[config.mk]
export PLATFORM = sky130hd
export DESIGN_NAME = modular_exponentiation
export DESIGN_NICKNAME = d
export VERILOG_FILES = /design/src/rtl/modexp_pkg.sv /design/src/rtl/modular_exponentiation.sv
export SDC_FILE = /design/constraint.sdc
export NUM_CORES = 1
export LEC_CHECK = 0
export ABC_AREA = 1
export BUFFER_PORTS_ARGS = -buffer_cell sky130_fd_sc_hd__buf_2
export CAP_MARGIN = 20
export CELL_PAD_IN_SITES_DETAIL_PLACEMENT = 1
export CELL_PAD_IN_SITES_GLOBAL_PLACEMENT = 1
export CORE_ASPECT_RATIO = 0.8
export CORE_MARGIN = 5
export CORE_UTILIZATION = 45
export DETAILED_ROUTE_END_ITERATION = 6
export PLACE_DENSITY = 0.85
export REMOVE_ABC_BUFFERS = 1
export SETUP_SLACK_MARGIN = 0.15
export SLEW_MARGIN = 25
export SYNTH_ARGS = -nofsm -noshare
export SYNTH_HDL_FRONTEND = slang
export SYNTH_SLANG_ARGS = --single-unit
[constraint.sdc]
create_clock -name clock -period 6.6 [get_ports clock]
set_input_delay 0.99 -clock clock [delete_from_list [all_inputs] [get_ports clock]]
set_output_delay 0.99 -clock clock [all_outputs]
set_load 0.05 [all_outputs]
[src/rtl/modexp_pkg.sv]
// Shared types and constants for the modular exponentiation block.
// Depends on nothing; imported by rtl/modular_exponentiation.sv and dv/tb_modular_exponentiation.sv.
package modexp_pkg;

   localparam int OPERAND_WIDTH_DEFAULT = 32;
   localparam int FIELD_WIDTH           = 32;
   localparam int CSR_INDEX_WIDTH       = 1;

   localparam logic [FIELD_WIDTH-1:0] MODULUS_RESET  = 32'd2958613181; // 89963 * 32887
   localparam logic [FIELD_WIDTH-1:0] EXPONENT_RESET = 32'd257;

   localparam logic [CSR_INDEX_WIDTH-1:0] CSR_MODULUS      = 1'b0;
   localparam logic [CSR_INDEX_WIDTH-1:0] CSR_KEY_EXPONENT = 1'b1;

   typedef struct packed {
      logic [FIELD_WIDTH-1:0] base;
      logic                   last_in;
   } req_type;

   typedef struct packed {
      logic [FIELD_WIDTH-1:0] residue;
      logic                   last_out;
   } rsp_type;

endpackage

[src/rtl/modular_exponentiation.sv]
// Modular exponentiation (square-and-multiply) with a bit-serial modular multiplier.
// Depends on rtl/modexp_pkg.sv for word types, register indexes and reset values.
//
// Usage:
//   req channel (valid/ready) carries one word: base and last_in.
//   rsp channel (valid/ready) returns one word: base^key_exponent mod modulus
//   and last_out, a copy of last_in.
//   csr port: csr_we with csr_index 0 (modulus) or 1 (key_exponent) writes
//   csr_wdata. Write only while no word is in flight.
// Operation, W = OPERAND_WIDTH:
//   One modular multiply steps through its W multiplier bits, one bit per cycle
//   (interleaved shift-add with a two-way conditional subtract).
//   A word first reduces the base, then runs one multiply or square at a time:
//   one square for each exponent bit below the top set bit
//   and one multiply for each set bit. Exponent zero or modulus zero go
//   straight to the result.
//   One word is processed at a time; req_ready is high when the engine is free.
// Reset: synchronous; loads the modulus and exponent reset values, returns to idle, drops rsp_valid.
// Stall: a finished result sits in the output register; the engine takes
//   the next word meanwhile and holds its own result until rsp is taken.
module modular_exponentiation #(
   parameter int OPERAND_WIDTH = modexp_pkg::OPERAND_WIDTH_DEFAULT
) (
   input  logic                                    clock,
   input  logic                                    reset,
   input  logic                                    req_valid,
   output logic                                    req_ready,
   input  modexp_pkg::req_type                     req_data,
   output logic                                    rsp_valid,
   input  logic                                    rsp_ready,
   output modexp_pkg::rsp_type                     rsp_data,
   input  logic                                    csr_we,
   input  logic [modexp_pkg::CSR_INDEX_WIDTH-1:0]  csr_index,
   input  logic [modexp_pkg::FIELD_WIDTH-1:0]      csr_wdata
);
   import modexp_pkg::*;

   localparam int W     = OPERAND_WIDTH;
   localparam int CNT_W = $clog2(W);
   localparam logic [CNT_W-1:0] CNT_LAST = CNT_W'(W - 1);
   localparam logic [W-1:0]     ONE      = {{(W-1){1'b0}}, 1'b1};

   localparam logic [2:0] ST_IDLE = 3'd0;
   localparam logic [2:0] ST_RED  = 3'd1;
   localparam logic [2:0] ST_MUL  = 3'd2;
   localparam logic [2:0] ST_SQR  = 3'd3;
   localparam logic [2:0] ST_FIN  = 3'd4;

   logic [FIELD_WIDTH-1:0] modulus_ff, modulus_in;
   logic [FIELD_WIDTH-1:0] exponent_ff, exponent_in;
   logic [2:0]             state_ff, state_in;
   logic [W-1:0]           m_ff, m_in;
   logic [W-1:0]           e_ff, e_in;
   logic [W-1:0]           base_ff, base_in;
   logic [W-1:0]           acc_ff, acc_in;
   logic [W-1:0]           p_ff, p_in;
   logic [W-1:0]           mplier_ff, mplier_in;
   logic [W-1:0]           mcand_ff, mcand_in;
   logic [CNT_W-1:0]       cnt_ff, cnt_in;
   logic                   last_ff, last_in;
   logic                   rsp_valid_ff, rsp_valid_in;
   rsp_type                rsp_data_ff, rsp_data_in;

   logic [W-1:0]   addend;
   logic [W+1:0]   sum;
   logic [W+1:0]   diff1;
   logic [W+1:0]   diff2;
   logic [W-1:0]   step_res;
   logic [W-1:0]   req_base;
   logic [W-1:0]   req_exp;
   logic           req_accept;
   logic           op_done;

   assign req_ready  = (state_ff == ST_IDLE);
   assign req_accept = req_valid && req_ready;
   assign req_base   = req_data.base[W-1:0];
   assign req_exp    = exponent_ff[W-1:0];
   assign rsp_valid  = rsp_valid_ff;
   assign rsp_data   = rsp_data_ff;

   // one bit of the interleaved multiply: p = (2p + bit*mcand) mod m, sum < 3m
   always_comb begin
      addend   = mplier_ff[W-1] ? mcand_ff : '0;
      sum      = {1'b0, p_ff, 1'b0} + {2'b00, addend};
      diff1    = sum - {2'b00, m_ff};
      diff2    = sum - {1'b0, m_ff, 1'b0};
      if (!diff2[W+1]) begin
         step_res = diff2[W-1:0];
      end else if (!diff1[W+1]) begin
         step_res = diff1[W-1:0];
      end else begin
         step_res = sum[W-1:0];
      end
      op_done = (cnt_ff == CNT_LAST);
   end

   always_comb begin
      modulus_in   = modulus_ff;
      exponent_in  = exponent_ff;
      state_in     = state_ff;
      m_in         = m_ff;
      e_in         = e_ff;
      base_in      = base_ff;
      acc_in       = acc_ff;
      p_in         = p_ff;
      mplier_in    = mplier_ff;
      mcand_in     = mcand_ff;
      cnt_in       = cnt_ff;
      last_in      = last_ff;
      rsp_valid_in = rsp_valid_ff;
      rsp_data_in  = rsp_data_ff;

      if (csr_we) begin
         case (csr_index)
            CSR_MODULUS:      modulus_in  = csr_wdata;
            CSR_KEY_EXPONENT: exponent_in = csr_wdata;
            default: ;
         endcase
      end

      if (rsp_valid_ff && rsp_ready) begin
         rsp_valid_in = 1'b0;
      end

      case (state_ff)
         ST_IDLE: begin
            if (req_accept) begin
               m_in      = modulus_ff[W-1:0];
               e_in      = req_exp;
               last_in   = req_data.last_in;
               // reduce the base as base * 1 mod m
               mplier_in = req_base;
               mcand_in  = ONE;
               p_in      = '0;
               cnt_in    = '0;
               if (req_exp == '0) begin
                  acc_in   = ONE;
                  state_in = ST_FIN;
               end else if (modulus_ff[W-1:0] == '0) begin
                  acc_in   = '0;
                  state_in = ST_FIN;
               end else begin
                  acc_in   = ONE;
                  state_in = ST_RED;
               end
            end
         end
         ST_RED, ST_MUL, ST_SQR: begin
            p_in      = step_res;
            mplier_in = {mplier_ff[W-2:0], 1'b0};
            cnt_in    = cnt_ff + 1'b1;
            if (op_done) begin
               p_in   = '0;
               cnt_in = '0;
               case (state_ff)
                  ST_RED: begin
                     base_in = step_res;
                     if (e_ff[0]) begin
                        mplier_in = acc_ff;
                        mcand_in  = step_res;
                        state_in  = ST_MUL;
                     end else begin
                        mplier_in = step_res;
                        mcand_in  = step_res;
                        state_in  = ST_SQR;
                     end
                  end
                  ST_MUL: begin
                     acc_in = step_res;
                     // no square needed once the top set bit is consumed
                     if (e_ff[W-1:1] == '0) begin
                        state_in = ST_FIN;
                     end else begin
                        mplier_in = base_ff;
                        mcand_in  = base_ff;
                        state_in  = ST_SQR;
                     end
                  end
                  default: begin
                     base_in = step_res;
                     e_in    = e_ff >> 1;
                     if (e_ff[1]) begin
                        mplier_in = acc_ff;
                        mcand_in  = step_res;
                        state_in  = ST_MUL;
                     end else begin
                        mplier_in = step_res;
                        mcand_in  = step_res;
                        state_in  = ST_SQR;
                     end
                  end
               endcase
            end
         end
         ST_FIN: begin
            if (!rsp_valid_ff || rsp_ready) begin
               rsp_valid_in         = 1'b1;
               rsp_data_in.residue  = {{(FIELD_WIDTH-W){1'b0}}, acc_ff};
               rsp_data_in.last_out = last_ff;
               state_in             = ST_IDLE;
            end
         end
         default: begin
            state_in = ST_IDLE;
         end
      endcase
   end

   always_ff @(posedge clock) begin
      if (reset) begin
         modulus_ff   <= MODULUS_RESET;
         exponent_ff  <= EXPONENT_RESET;
         state_ff     <= ST_IDLE;
         rsp_valid_ff <= 1'b0;
      end else begin
         modulus_ff   <= modulus_in;
         exponent_ff  <= exponent_in;
         state_ff     <= state_in;
         rsp_valid_ff <= rsp_valid_in;
      end
   end

   always_ff @(posedge clock) begin
      m_ff        <= m_in;
      e_ff        <= e_in;
      base_ff     <= base_in;
      acc_ff      <= acc_in;
      p_ff        <= p_in;
      mplier_ff   <= mplier_in;
      mcand_ff    <= mcand_in;
      cnt_ff      <= cnt_in;
      last_ff     <= last_in;
      rsp_data_ff <= rsp_data_in;
   end

   // partial product stays reduced while the multiplier runs
   assert property (@(posedge clock) disable iff (reset)
      (state_ff == ST_RED || state_ff == ST_MUL || state_ff == ST_SQR) |-> (p_ff < m_ff))
      else $error("partial product not reduced");

   // finished residue is below the modulus unless a special case applied
   assert property (@(posedge clock) disable iff (reset)
      (state_ff == ST_FIN && e_ff != '0 && m_ff != '0) |-> (acc_ff < m_ff))
      else $error("residue not reduced");

   // zero exponent goes straight to the result with value one
   assert property (@(posedge clock) disable iff (reset)
      (req_accept && req_exp == '0) |=> (state_ff == ST_FIN && acc_ff == ONE))
      else $error("zero exponent not short-cut");

endmodule

# Word level (Yosys, flattened, before mapping)
# Index checks and enable logic that the tools add are counted.
# op_classes
addsub	4
n_mux	44
div	0
eq_ne	11
reduce_logical	21
order_cmp	0
shifts	0
multipliers	0
bitwise	2
# op_table
cell	count
$mux W32	20
$pmux W32 S2	6
$logic_not A32 Y1	2
$add A33 B32 Y34	1
$sub A34 B32 Y34	1
$sub A34 B33 Y34	1
$logic_not A31 Y1	1
$mux W3	6
$reduce_and A4 Y1	3
$mux W5	2
$pmux W5 S2	1
$reduce_and A2 Y1	5
$pmux W3 S3	1
$ne A2 B2 Y1 const B	4
$mux W1	7
$eq A3 B2 Y1 const B	2
$pmux W3 S2	1
$reduce_and A3 Y1	2
$add A5 B1 Y5 const B	1
$eq A5 B5 Y1 const B	1
$eq A3 B1 Y1 const B	1
$eq A3 B3 Y1 const B	1
$logic_not A3 Y1	1
$ne A3 B3 Y1 const B	1
8 further kinds	10
# word_totals
output_inout_bits	35
inputBits	71
reg_bits	331
latchBits	0
rom_bits	0
n_memories	0
mem_bits_rw	0

# Longest topological paths before layout
# depth
ltp_word	9
mapped_depth	36
ltp_nobuf	34

# Worst setup path after synthesis
# OpenSTA, ideal clock, no wires.
# synth_timing
path_kind	input to register
start	input port req_valid
end	register cnt_ff[0], enable pin
required_ns	6.081
arrival_time_ns	4.401
setup_slack_ns	1.680
path_stages	2
n_path_buf	0
setup_time_ns	0.519
path_cell_list	inv_1 a21oi_1
# synth_between
elab_chain_cells	3
# synth_lines
element	line_no	rtl
start: declaration	modular_exponentiation.sv:26	input logic req_valid,
$logic_and A1 B1 Y1	modular_exponentiation.sv:75	assign req_accept = req_valid && req_ready;
$ne A2 B1 Y1 (no line)	--	
$reduce_and A2 Y1 (no line)	--	
end signal: assignment	modular_exponentiation.sv:231	cnt_ff <= cnt_in;
end: declaration	modular_exponentiation.sv:59	logic [CNT_W-1:0] cnt_ff, cnt_in;
# No other way between the ends.
# A chain may end at the register's enable or synchronous reset.

# Final worst setup path
# layout_timing
start	register mplier_ff[31]
end	register mcand_ff[9] (data pin)
# layout_between
elab_chain_cells	8
# layout_lines
element	line_no	rtl
start: declaration	modular_exponentiation.sv:57	logic [W-1:0] mplier_ff, mplier_in;
start signal: assignment	modular_exponentiation.sv:229	mplier_ff <= mplier_in;
$mux W32 *	modular_exponentiation.sv:83	addend = mplier_ff[W-1] ? mcand_ff : '0;
$add A33 B32 Y34 *	modular_exponentiation.sv:84	sum = {1'b0, p_ff, 1'b0} + {2'b00, addend};
$sub A34 B32 Y34	modular_exponentiation.sv:85	diff1 = sum - {2'b00, m_ff};
$mux W32	modular_exponentiation.sv:89	end else if (!diff1[W+1]) begin
$mux W32 *	modular_exponentiation.sv:87	if (!diff2[W+1]) begin
named net step_res[9]	modular_exponentiation.sv:68	logic [W-1:0] step_res;
$mux W32 *	--	
$mux W32 *	modular_exponentiation.sv:152	if (op_done) begin
$pmux W32 S2 *	modular_exponentiation.sv:125	case (state_ff)
end signal: assignment	modular_exponentiation.sv:230	mcand_ff <= mcand_in;
end: declaration	modular_exponentiation.sv:58	logic [W-1:0] mcand_ff, mcand_in;
# Mark *: on every way through the listed nets, which the timed path passes. The rest lies on a longest branch. The select of a mux whose other input is x is not followed.

==> run metrics <==
DRT Pass-1 Iters 5; biggest cell delay along the critical path ~480 ps; clk root buf clkbuf_16; most frequent cells in the layout 722 x nand2_1, 382 x inv_1, 329 x nor2_1, 263 x edfxtp_1, 174 x nand3_1; routability cong. 1.01; antenna cells 0; max-cap violations 0; status completed; clock buffer count from CTS 36; DR iter-0 viols roughly 1700; Final Skew 19.3 ps; fillers 5967; Setup Fix Bufs, Post-CTS 0; # clock sinks around 330; dpl hpwl ~62000 µm; Avg Inst Size Synth 7.64 µm²; DP Worst Slack about 670 ps; vias in the first global route roughly 21000; Reg2Reg Capture Point mcand_ff[9]$_SDFFCE_PP0P_; Arr. time, crit path 6330 ps; Hold Path Depth 0; Core Footprint between 40000 and 50000 µm²; critical path fanouts, max 22; Max Transition Viols Final 0; Starting Density between 40% and 50%; Setup CP Type reg -> reg; crit path buf inv count 9; final critical-path share of the clock period roughly nine tenths; WP depth 31; Worst Path Required a little under 7000 ps; origin of the critical flop-to-flop path mplier_ff[31]$_DFFE_PP_; commonest non-fill, non-tap cell in the layout nand2_1; worst skew pair latency 570 ps; endpoint class of the critical path register; Synth Flop Type edfxtp_1; Syn Inst Count roughly 2900; Synth async-reset ratio 0%; Mapped Area roughly 22000 µm²; Clock transition at path regs about 60 ps; Die W between 200 and 300 µm; worst slew pin tran about 1000 ps; Residual DRC 0; total gr overflow 0; EDFF count, synth approximately 260; final WL 80800 µm; Synthesis Warnings 0; FF+latch count, synth ~330; area delta synth->final 10.7%; post-cts resize count 0; hold buffer count at CTS 0; DIE AREA 53200 µm²; global-route wire length before repair 124000 µm; Worst Reg-to-Reg Cells 31; num rows about 70; I/O pin count approximately 110; post-route worst setup slack about 590 ps; Fin. Hold Viols 0; most used cell, CP nand2_1; Hold Path Class reg -> reg; Slew HR approximately 33%; worst hold start last_ff$_DFFE_PP_; die height around 210 µm; share of layout cells above drive strength 1 about 11%; antenna violations before repair 2; Global Route Usage Sum 29.4%; setup TNS 0 ps; CP Launch Type register; post-route ant nets 0; Max Clock Freq roughly 170 MHz; clock buffer depth 3; H-tree depth 2; WL/cell around 22 µm; vias per cell 5.65; Worst Setup SP mplier_ff[31]$_DFFE_PP_; Max stage delay cell, worst path edfxtp_1; via count slightly above 20000; sink of the worst hold path rsp_data[0]$_DFFE_PP_; R2R Setup Slk just under 600 ps; I/O Buffers approximately 110; fin nets a little over 3000; Synth cell types 51; min cycle time layout 6010 ps; pin count of the biggest net entering global routing 66; family with the most delay on the worst path simple AND/OR/NAND/NOR gates; register area share after synthesis ~42%; final setup vio count 0; CTS tree done; RSZ-0062 raised after global routing false; final core occ between 50% and 60%
how the worst max path moves through the flow:
| stage | endpoint | slack, ps |
|---|---|---|
| after floorplan | e_ff[0]$_DFFE_PP_ | 1160 |
| after global placement | mplier_ff[9]$_DFFE_PP_ | 820 |
| after detailed placement | mplier_ff[9]$_DFFE_PP_ | 670 |
| after CTS | mcand_ff[9]$_SDFFCE_PP0P_ | 550 |
| after global routing | mcand_ff[9]$_SDFFCE_PP0P_ | 270 |
| final | mcand_ff[9]$_SDFFCE_PP0P_ | 590 |
cells in the mapped netlist (2+ instances only):
cell type  instances  area, µm²
a21o_1            14        105
xnor2_1           31        272
nor2_2             5       31.3
or2_2              6       37.5
nand2_4            8       90.1
a31oi_1            9       56.3
nor3_1            17       85.1
buf_4              7       52.6
a211oi_1           3       22.5
o221ai_1           2       17.5
or2_1             15       93.8
nor3_2             2       20.0
o21a_1             4       30.0
fa_1               3       60.1
edfxtp_1         263       7900
nand3_1          174        871
a21boi_0           4       30.0
nand2_1          723       2710
buf_1              4       15.0
a21oi_4            2       32.5
buf_2              6       30.0
xor2_1            40        350
nand2_2           45        282
a21oi_1          155        776
ha_1              97       1210
dfxtp_1           68       1360
o21ai_1            6       30.0
nor4_1            27        169
o21bai_1          23        173
inv_1            385       1450
inv_2             22       82.6
nand3_2           26        260
clkbuf_1          72        270
buf_8              2       30.0
o21ai_0          138        691
buf_6              6       67.6
nand4_1           27        169
nand3b_1          14        105
a22oi_1           31        233
nand4_4            2       42.5
nor2_1           339       1270
o211ai_1          30        225
flip-flops by register name, summed over array words and instances, names as in the netlist, 32 cells and up:
register	cells
p_ff	32
mcand_ff	32
base_ff	32
e_ff	32
m_ff	32
rsp_data	33
modulus_ff	32
mplier_ff	32
exponent_ff	32
acc_ff	32
layout make-up:
type | instances | area, µm² | share of cell area [%]
multi-input cells | 2030 | 10700 | 44.2
flip-flops and latches | 331 | 9260 | 38.2
inverters | 408 | 1530 | 6.32
clock buffers | 49 | 1010 | 4.17
repair buffers | 138 | 798 | 3.29
well taps | 629 | 787 | 3.25
clock inverters | 12 | 149 | 0.614
metrics by stage:
step           cell area (µm²)  hold slack (ps)  cells
2_1_floorplan            21400              400   2769
3_3_place_gp             23100              402   3535
3_5_place_dp             23100              419   3535
4_1_cts                  24200              433   3596
5_1_grt                  24200              450   3597
6_report                 24200              434   3597
layer usage:
metal  track usage (%)  share of wire [%]  wire (µm)  vias to the layer above
met2              47.5                 46      36900                      631
met3              4.20                6.4       5190                      138
li1                  -                  -          -                     9567
met4              8.49                2.8       2300                        2
met1              41.6                 45      36300                     9998
met5                 0              0.015         12                        -
kinds of logic (layout without fill, tap and decap cells):
| family | count (synthesis) | count (layout) | synth area share [%] |
|---|---|---|---|
| compound gates | 427 | 427 | 11.3 |
| xor+xnor | 71 | 71 | 2.84 |
| fa+ha+maj | 100 | 100 | 5.82 |
| buf+inv | 505 | 607 | 9.12 |
| flops | 331 | 331 | 42.3 |
| simple gates | 1432 | 1432 | 28.6 |
Power is left out: the tool's default activity adds up to more than one toggle a clock period on the data nets, which glitch-free logic cannot reach.
